### config.mk
export PLATFORM = sky130hd
export DESIGN_NAME = stripe_request_splitter_top
export DESIGN_NICKNAME = d
export VERILOG_FILES = /design/src/rtl/srs_pkg.sv /design/src/rtl/srs_ctrl.sv /design/src/rtl/srs_dp.sv /design/src/rtl/stripe_request_splitter_top.sv
export SDC_FILE = /design/constraint.sdc
export NUM_CORES = 1
export LEC_CHECK = 0
export BUFFER_PORTS_ARGS = -buffer_cell sky130_fd_sc_hd__clkbuf_2
export CORE_ASPECT_RATIO = 1.1
export CORE_MARGIN = 4
export CORE_UTILIZATION = 54
export DETAILED_ROUTE_END_ITERATION = 8
export GPL_ROUTABILITY_DRIVEN = 0
export PLACE_DENSITY = 0.89
export SLEW_MARGIN = 20
export SYNTH_ARGS = -nofsm -noshare
export SYNTH_HDL_FRONTEND = slang
export SYNTH_SLANG_ARGS = --single-unit
### constraint.sdc
create_clock -name clk_i -period 8 [get_ports clk_i]
set_clock_uncertainty 0.05 [all_clocks]
set_input_delay 0.4 -clock clk_i [delete_from_list [all_inputs] [get_ports clk_i]]
set_output_delay 0.4 -clock clk_i [all_outputs]
set_load 0.1 [all_outputs]
### src/rtl/srs_pkg.sv
// Package for the stripe request splitter.
// Holds the payload structs, the controller state and command types and the constants.
// No dependencies.
package srs_pkg;

  localparam int unsigned StripeBytes = 8192;
  localparam int unsigned StripeBits  = 13;
  localparam int unsigned MaxDevices  = 256;
  localparam int unsigned MaxChunks   = 64;

  localparam int unsigned OffW     = 48;
  localparam int unsigned LenW     = 19;
  localparam int unsigned StripeW  = OffW - StripeBits;
  localparam int unsigned DevW     = 8;
  localparam int unsigned NumDevW  = 9;
  localparam int unsigned ShiftW   = 4;
  localparam int unsigned ChunkW   = 14;
  localparam int unsigned SecCntW  = 5;
  localparam int unsigned CfgDataW = 9;
  localparam int unsigned StepW    = 6;

  localparam logic [LenW-1:0]    MaxLen    = LenW'((MaxChunks - 1) * StripeBytes);
  localparam logic [StepW-1:0]   DivSteps  = StepW'(StripeW);
  localparam logic [ShiftW-1:0]  ShiftMin  = 4'd9;
  localparam logic [ShiftW-1:0]  ShiftMax  = 4'd12;
  localparam logic [NumDevW-1:0] DevMaxCnt = NumDevW'(MaxDevices);

  typedef enum logic {
    CfgNumDevices  = 1'b0,
    CfgSectorShift = 1'b1
  } cfg_reg_e;

  typedef enum logic [1:0] {
    StIdle   = 2'd0,
    StDivide = 2'd1,
    StEmit   = 2'd2,
    StError  = 2'd3
  } srs_state_e;

  typedef struct packed {
    logic            cmd;
    logic [OffW-1:0] request_offset;
    logic [LenW-1:0] request_length;
  } req_t;

  typedef struct packed {
    logic [DevW-1:0]    device_index;
    logic [OffW-1:0]    device_offset;
    logic [ChunkW-1:0]  chunk_length;
    logic [OffW-1:0]    sector_start;
    logic [SecCntW-1:0] sector_count;
    logic               is_write;
    logic               error;
    logic               last;
  } rsp_t;

  typedef struct packed {
    logic start;
    logic div_step;
    logic emit_chunk;
    logic emit_error;
  } srs_cmd_t;

  typedef struct packed {
    logic req_zero;
    logic req_overlong;
    logic div_done;
    logic chunk_last;
    logic out_free;
  } srs_status_t;

endpackage

### src/rtl/srs_ctrl.sv
// Controller state machine of the stripe request splitter.
// Sequences request capture, the device count division, chunk emission and error results.
// Depends on srs_pkg.
module srs_ctrl (
  input  logic                clk_i,
  input  logic                rst_ni,
  input  logic                in_valid_i,
  output logic                in_ready_o,
  input  srs_pkg::srs_status_t status_i,
  output srs_pkg::srs_cmd_t    cmd_o
);
  import srs_pkg::*;

  srs_state_e state_q, state_d;

  always_ff @(posedge clk_i or negedge rst_ni) begin
    if (!rst_ni) begin
      state_q <= StIdle;
    end else begin
      state_q <= state_d;
    end
  end

  always_comb begin
    state_d = state_q;
    case (state_q)
      StIdle: begin
        if (in_valid_i) begin
          if (status_i.req_zero) begin
            state_d = StIdle;
          end else if (status_i.req_overlong) begin
            state_d = StError;
          end else begin
            state_d = StDivide;
          end
        end
      end
      StDivide: begin
        if (status_i.div_done) begin
          state_d = StEmit;
        end
      end
      StEmit: begin
        if (status_i.out_free && status_i.chunk_last) begin
          state_d = StIdle;
        end
      end
      StError: begin
        if (status_i.out_free) begin
          state_d = StIdle;
        end
      end
      default: state_d = StIdle;
    endcase
  end

  always_comb begin
    cmd_o      = '0;
    in_ready_o = 1'b0;
    case (state_q)
      StIdle: begin
        in_ready_o   = 1'b1;
        cmd_o.start  = in_valid_i;
      end
      StDivide: begin
        cmd_o.div_step = !status_i.div_done;
      end
      StEmit: begin
        cmd_o.emit_chunk = status_i.out_free;
      end
      StError: begin
        cmd_o.emit_error = status_i.out_free;
      end
      default: begin
        cmd_o = '0;
      end
    endcase
  end

endmodule

### src/rtl/srs_dp.sv
// Datapath of the stripe request splitter: request registers, the serial
// divider that doubles as the device and block counter, chunk math and the output register.
// Depends on srs_pkg.
module srs_dp (
  input  logic                         clk_i,
  input  logic                         rst_ni,
  input  srs_pkg::req_t                in_data_i,
  input  logic [srs_pkg::NumDevW-1:0]  num_dev_i,
  input  logic [srs_pkg::ShiftW-1:0]   shift_i,
  input  srs_pkg::srs_cmd_t            cmd_i,
  output srs_pkg::srs_status_t         status_o,
  output logic                         out_valid_o,
  input  logic                         out_ready_i,
  output srs_pkg::rsp_t                out_data_o
);
  import srs_pkg::*;

  logic                  wr_q, wr_d;
  logic [LenW-1:0]       len_q, len_d;
  logic [StripeBits-1:0] within_q, within_d;
  logic [NumDevW-1:0]    n_q, n_d;
  logic [ShiftW-1:0]     sh_q, sh_d;
  logic [StripeW-1:0]    quo_q, quo_d;
  logic                  quo_hi_q, quo_hi_d;
  logic [NumDevW-1:0]    rem_q, rem_d;
  logic [StepW-1:0]      cnt_q, cnt_d;
  logic                  out_valid_q, out_valid_d;
  rsp_t                  out_q, out_d;

  logic [NumDevW:0]      trial;
  logic [ChunkW-1:0]     room;
  logic                  chunk_last;
  logic [ChunkW-1:0]     chunk_len;
  logic [StripeBits-1:0] sec_m1;
  logic [14:0]           end_sum;
  logic [14:0]           end_sec;
  logic [14:0]           first_sec;
  logic [OffW-1:0]       doff;
  logic [OffW:0]         doff_full;
  logic [OffW:0]         sec_full;
  logic [NumDevW-1:0]    dev_next;
  logic                  out_free;

  assign trial      = {rem_q, quo_q[StripeW-1]} - {1'b0, n_q};
  assign room       = ChunkW'(StripeBytes) - {1'b0, within_q};
  assign chunk_last = len_q <= LenW'(room);
  assign chunk_len  = chunk_last ? len_q[ChunkW-1:0] : room;
  assign sec_m1     = (StripeBits'(1) << sh_q) - StripeBits'(1);
  assign end_sum    = 15'(within_q) + 15'(chunk_len) + 15'(sec_m1);
  assign end_sec    = end_sum >> sh_q;
  assign first_sec  = 15'(within_q >> sh_q);
  assign doff       = {quo_q, within_q};
  assign doff_full  = {quo_hi_q, quo_q, within_q};
  assign sec_full   = doff_full >> sh_q;
  assign dev_next   = rem_q + NumDevW'(1);
  assign out_free   = !out_valid_q || out_ready_i;

  always_comb begin
    wr_d     = wr_q;
    len_d    = len_q;
    within_d = within_q;
    n_d      = n_q;
    sh_d     = sh_q;
    quo_d    = quo_q;
    quo_hi_d = quo_hi_q;
    rem_d    = rem_q;
    cnt_d    = cnt_q;
    if (cmd_i.start) begin
      wr_d     = in_data_i.cmd;
      len_d    = in_data_i.request_length;
      within_d = in_data_i.request_offset[StripeBits-1:0];
      quo_d    = in_data_i.request_offset[OffW-1:StripeBits];
      quo_hi_d = 1'b0;
      rem_d    = '0;
      cnt_d    = '0;
      n_d      = num_dev_i;
      sh_d     = shift_i;
    end else if (cmd_i.div_step) begin
      cnt_d = cnt_q + StepW'(1);
      if (!trial[NumDevW]) begin
        rem_d = trial[NumDevW-1:0];
        quo_d = {quo_q[StripeW-2:0], 1'b1};
      end else begin
        rem_d = {rem_q[NumDevW-2:0], quo_q[StripeW-1]};
        quo_d = {quo_q[StripeW-2:0], 1'b0};
      end
    end else if (cmd_i.emit_chunk) begin
      len_d    = len_q - LenW'(chunk_len);
      within_d = '0;
      if (dev_next == n_q) begin
        rem_d               = '0;
        {quo_hi_d, quo_d}   = {quo_hi_q, quo_q} + {{StripeW{1'b0}}, 1'b1};
      end else begin
        rem_d = dev_next;
      end
    end
  end

  always_comb begin
    out_d       = out_q;
    out_valid_d = out_valid_q && !out_ready_i;
    if (cmd_i.emit_chunk) begin
      out_valid_d         = 1'b1;
      out_d.device_index  = rem_q[DevW-1:0];
      out_d.device_offset = doff;
      out_d.chunk_length  = chunk_len;
      out_d.sector_start  = sec_full[OffW-1:0];
      out_d.sector_count  = SecCntW'(end_sec - first_sec);
      out_d.is_write      = wr_q;
      out_d.error         = 1'b0;
      out_d.last          = chunk_last;
    end else if (cmd_i.emit_error) begin
      out_valid_d    = 1'b1;
      out_d          = '0;
      out_d.is_write = wr_q;
      out_d.error    = 1'b1;
      out_d.last     = 1'b1;
    end
  end

  always_ff @(posedge clk_i) begin
    wr_q     <= wr_d;
    len_q    <= len_d;
    within_q <= within_d;
    n_q      <= n_d;
    sh_q     <= sh_d;
    quo_q    <= quo_d;
    quo_hi_q <= quo_hi_d;
    rem_q    <= rem_d;
    out_q    <= out_d;
  end

  always_ff @(posedge clk_i or negedge rst_ni) begin
    if (!rst_ni) begin
      cnt_q       <= '0;
      out_valid_q <= 1'b0;
    end else begin
      cnt_q       <= cnt_d;
      out_valid_q <= out_valid_d;
    end
  end

  assign status_o.req_zero     = in_data_i.request_length == '0;
  assign status_o.req_overlong = in_data_i.request_length > MaxLen;
  assign status_o.div_done     = cnt_q == DivSteps;
  assign status_o.chunk_last   = chunk_last;
  assign status_o.out_free     = out_free;

  assign out_valid_o = out_valid_q;
  assign out_data_o  = out_q;

  a_load_when_free: assert property (@(posedge clk_i) disable iff (!rst_ni)
    (cmd_i.emit_chunk || cmd_i.emit_error) |-> out_free)
    else $error("Output register loaded while a result is still pending.");

  a_emit_after_divide: assert property (@(posedge clk_i) disable iff (!rst_ni)
    cmd_i.emit_chunk |-> (cnt_q == DivSteps))
    else $error("Chunk emitted before the division finished.");

  a_dev_in_range: assert property (@(posedge clk_i) disable iff (!rst_ni)
    cmd_i.emit_chunk |-> (rem_q < n_q))
    else $error("Device index not below the device count.");

  a_chunk_nonzero: assert property (@(posedge clk_i) disable iff (!rst_ni)
    cmd_i.emit_chunk |-> (chunk_len != '0))
    else $error("Empty chunk emitted.");

endmodule

### src/rtl/stripe_request_splitter_top.sv
// Each accepted request is captured, passes through the one-bit-per-cycle divider that finds
// the first stripe's device and device block, and then yields one chunk per cycle (at most 64)
// whenever the output register is free; a zero-length request is done at capture and an
// overlong one yields its error result as soon as the output register is free after capture.
// The next request is taken once the last result of the current one is in the output register.
// Top level of the stripe request splitter: configuration registers, controller and datapath.
// Depends on srs_pkg, srs_ctrl and srs_dp.
module stripe_request_splitter_top (
  input  logic                          clk_i,
  input  logic                          rst_ni,
  input  logic                          cfg_we_i,
  input  logic                          cfg_idx_i,
  input  logic [srs_pkg::CfgDataW-1:0]  cfg_wdata_i,
  input  logic                          in_valid_i,
  output logic                          in_ready_o,
  input  srs_pkg::req_t                 in_data_i,
  output logic                          out_valid_o,
  input  logic                          out_ready_i,
  output srs_pkg::rsp_t                 out_data_o
);
  import srs_pkg::*;

  logic [NumDevW-1:0] num_dev_q, num_dev_d;
  logic [ShiftW-1:0]  shift_q, shift_d;
  logic [NumDevW-1:0] num_dev_eff;
  logic [ShiftW-1:0]  shift_eff;
  cfg_reg_e           cfg_idx;
  srs_cmd_t           cmd;
  srs_status_t        status;

  assign cfg_idx = cfg_reg_e'(cfg_idx_i);

  always_comb begin
    num_dev_d = num_dev_q;
    shift_d   = shift_q;
    if (cfg_we_i) begin
      case (cfg_idx)
        CfgNumDevices:  num_dev_d = cfg_wdata_i;
        CfgSectorShift: shift_d   = cfg_wdata_i[ShiftW-1:0];
        default: begin
          num_dev_d = num_dev_q;
        end
      endcase
    end
  end

  always_ff @(posedge clk_i or negedge rst_ni) begin
    if (!rst_ni) begin
      num_dev_q <= NumDevW'(1);
      shift_q   <= ShiftMin;
    end else begin
      num_dev_q <= num_dev_d;
      shift_q   <= shift_d;
    end
  end

  assign num_dev_eff = (num_dev_q == '0) ? NumDevW'(1) :
                       (num_dev_q > DevMaxCnt) ? DevMaxCnt : num_dev_q;
  assign shift_eff   = (shift_q < ShiftMin) ? ShiftMin :
                       (shift_q > ShiftMax) ? ShiftMax : shift_q;

  srs_ctrl u_ctrl (
    .clk_i      (clk_i),
    .rst_ni     (rst_ni),
    .in_valid_i (in_valid_i),
    .in_ready_o (in_ready_o),
    .status_i   (status),
    .cmd_o      (cmd)
  );

  srs_dp u_dp (
    .clk_i       (clk_i),
    .rst_ni      (rst_ni),
    .in_data_i   (in_data_i),
    .num_dev_i   (num_dev_eff),
    .shift_i     (shift_eff),
    .cmd_i       (cmd),
    .status_o    (status),
    .out_valid_o (out_valid_o),
    .out_ready_i (out_ready_i),
    .out_data_o  (out_data_o)
  );

endmodule

==> out/metrics.cfg <==
[critical_path]
worstSetupEndpointType=flop
cp_max_delay_cell=sky130_fd_sc_hd__or4_4
reg2reg_slack_ns=-0.14
r2r-end=u_dp.out_data_o[7]$_DFFE_PP_
ff2ff_path_depth=35
critPathLaunch=u_dp.within_q[1]$_SDFFCE_PN0P_
crit_buf_inv=4
critPathMostFrequentCell=sky130_fd_sc_hd__inv_2
r2r-start=u_dp.within_q[1]$_SDFFCE_PN0P_
critical_path_peak_fanout=5
crit_type=flop to flop
cp_slowest_stage_delay_ns=0.51
worst_path_dominant_cell_family=simple AND/OR/NAND/NOR gates
worst-endpoint-arrival_ns=8.33
critPathRequiredTime_ns=8.19
start_kind=flop

[global_routing]
grt-ovfl-total=0
grt_max_degree=77
grt_use_total_pct=27.1
number_of_antenna_violations_at_the_first_check_in_global_routing=0
vias_in_the_first_global_route=13700
grt_first_pass_wirelength_um=72500

[flow_run]
max_cap_violations=0

[timing]
finalSetupViolations=1
whs_ns=0.0269
hold_viol_final=0
layout_min_cycle_time_ns=8.14
post-route-period-util_pct=102
maxClockFrequency_mhz=123
timing.max_slew.rel_slack_pct=35.9
worstMarginPinSlew_ns=0.962
grt_setup_unrepaired=yes
final_slew_viol_count=0
postLayoutSetupSlackWorst_ns=-0.142

[die]
die-width_um=173
coreArea_um2=29500
initial_utilization_pct=54.7
io-pin-count=211
design.die.area_um2=32700
rows=66
floorplan.die.height_um=189

[routing]
routed_wire_length_per_instance_um=21.7
avgViaCountPerCell=6.56
detailedRoute.firstIterationViolations=1873
routed-wl-met3_um=5270
totalWireLength_um=47400
vias=14300
remaining_drc_errors=0
number_of_nets_with_antenna_violations_after_routing=0
detailroute.wirelength.met2_um=22100
detailedRoute.firstPassIterationCount=6
m1WireLength_um=16900
topRoutingLayerUsed=met4

[clocking]
clock_sinks=239
clk_buf_depth=3
clockRootBuffer=sky130_fd_sc_hd__clkbuf_16
insertion_delay_ns=0.55
cts-htree-levels=1
tritoncts.num_buffers=25
clk_transition_reported_paths_ns=0.06
tritoncts=yes

[synthesis]
syn-cell-area_um2=16100
number_of_nets_produced_by_synthesis=1763
ys_async_sr_fraction_pct=9.21
synth_edf_count=206
post_synthesis_mean_instance_area_um2=10.0
synthesis.instances=1605
yosys.cell_types.count=80
ys_ff_latch=239
synth_ff_type=sky130_fd_sc_hd__edfxtp_1
synth.yosys.warnings=0
synth_seq_area_share_pct=43.2

[place]
dp_hpwl_um=33300
worst_case_setup_slack_after_placement_ns=-0.266
placement.io_buffers=210

[finish]
design.final.nets=1946
antenna_cells_inserted=0
layout.cells.most_common=sky130_fd_sc_hd__clkbuf_2
syn2layout_area_growth_pct=16.6
final.fill_count=2119
layout-drive-gt1-share_pct=24.1
mostFrequentLayoutCells=210 x sky130_fd_sc_hd__clkbuf_2, 206 x sky130_fd_sc_hd__edfxtp_1, 154 x sky130_fd_sc_hd__nand2_1

[worst_hold_path]
timing.hold.worst_endpoint=num_dev_q[8]$_DFFE_PN0P_
min_delay_path_depth=3
hold_class=primary input to flop
hold_start=cfg_wdata_i[8]

[run_status]
outcome=finished with violations
failed_checks=negative setup slack

what timing repair did:
item	in CTS	in global routing
hold endpoints to repair	20	0
hold buffers	2	0
pin swaps	10	19
resized for setup	11	45
buffers inserted	8	4
setup endpoints to repair	1	4
worst register-to-register path: cells and delay by family (launching register included):
family | cells | cell delay, ns
compound gates | 12 | 2.14
xor+xnor | 2 | 0.39
fa+ha+maj | 7 | 2.05
buf+inv | 4 | 0.31
flops | 1 | 0.43
mux | 1 | 0.32
simple gates | 9 | 2.17
metrics by stage:
step / area, um^2 / std cells / util [%] / TNS (ns)
after floorplan: 16200 / 1605 / - / 0
after global placement: 17600 / 2121 / 59.7 / 0
after detailed placement: 17600 / 2121 / 59.7 / -0.266
after CTS: 18600 / 2177 / 62.9 / 0
after global routing: 18800 / 2181 / 63.7 / -0.534
final: 18800 / 2181 / 63.7 / -0.142
how the worst max path moves through the flow:
| stage | to | cells past startpoint |
|---|---|---|
| floorplan | u_dp.out_data_o[7]$_DFFE_PP_ | 36 |
| global placement | u_dp.out_data_o[7]$_DFFE_PP_ | 34 |
| detailed placement | u_dp.out_data_o[7]$_DFFE_PP_ | 35 |
| CTS | u_dp.out_data_o[7]$_DFFE_PP_ | 35 |
| global route | u_dp.out_data_o[7]$_DFFE_PP_ | 36 |
| finish | u_dp.out_data_o[7]$_DFFE_PP_ | 35 |
area by class of cell:
| cell class | count | area [um^2] | area share (%) |
|---|---|---|---|
| multi-input cells | 1173 | 8720 | 46.4 |
| flip-flops and latches | 239 | 6960 | 37.0 |
| repair buffers | 270 | 1510 | 8.06 |
| clock buffers | 27 | 633 | 3.37 |
| well taps | 374 | 468 | 2.49 |
| inverters | 79 | 299 | 1.59 |
| clock inverters | 19 | 196 | 1.05 |
cells in the mapped netlist (all sizes together) (6+ instances only):
library cell  number  area [um^2]
edfxtp           206         6190
nand2            157          589
nor2             133          499
clkbuf            92          347
o21ai             82          410
a21oi             79          395
inv               77          289
and2              70          438
ha                59          738
xnor2             50          438
and3              43          269
a211oi            41          313
mux4              40          901
mux2i             36          360
nor3              36          180
a22oi             35          263
xor2              35          307
a311oi            32          287
nand3             31          155
buf               22         90.1
dfrtp             19          475
mux2              18          203
fa                16          320
nor4              16          115
a21o              15          113
nor2b             14         87.6
dfxtp             11          220
nand2b            10         62.6
o211ai            10         75.1
a31oi              9         56.3
nand4              9         56.3
o31ai              9         67.6
or3                8         55.1
o21a               7         52.6
or4                7         56.3
and4               6         52.6
o21bai             6         45.0
cell families after synthesis:
| family | count (synthesis) | share of synthesized area (%) |
|---|---|---|
| compound gates | 362 | 14.9 |
| xor+xnor | 86 | 4.76 |
| fa+ha+maj | 75 | 6.57 |
| buf+inv | 193 | 4.55 |
| flops | 239 | 43.2 |
| mux | 94 | 9.08 |
| other cells | 1 | 0.0233 |
| simple gates | 555 | 17.0 |
state kept, by name, summed over array words and instances (netlist names):
register          count
num_dev_q             9
shift_q               4
u_ctrl.state_q        2
u_dp.cnt_q            6
u_dp.len_q           19
u_dp.n_q              9
u_dp.out_data_o     126
u_dp.out_valid_o      1
u_dp.quo_hi_q         1
u_dp.quo_q           35
u_dp.rem_q            9
u_dp.sh_q             4
u_dp.within_q        13
u_dp.wr_q             1
per-layer routing:
layer  GRT usage (%)  vias up
met1            34.6     6718
met5               0        -
li1                -     6285
met4            13.2        0
met2            45.1     1079
met3            4.91      216
Power is not shown: default switching activity piles up to over one toggle a cycle in this logic, so the estimate is an artifact.
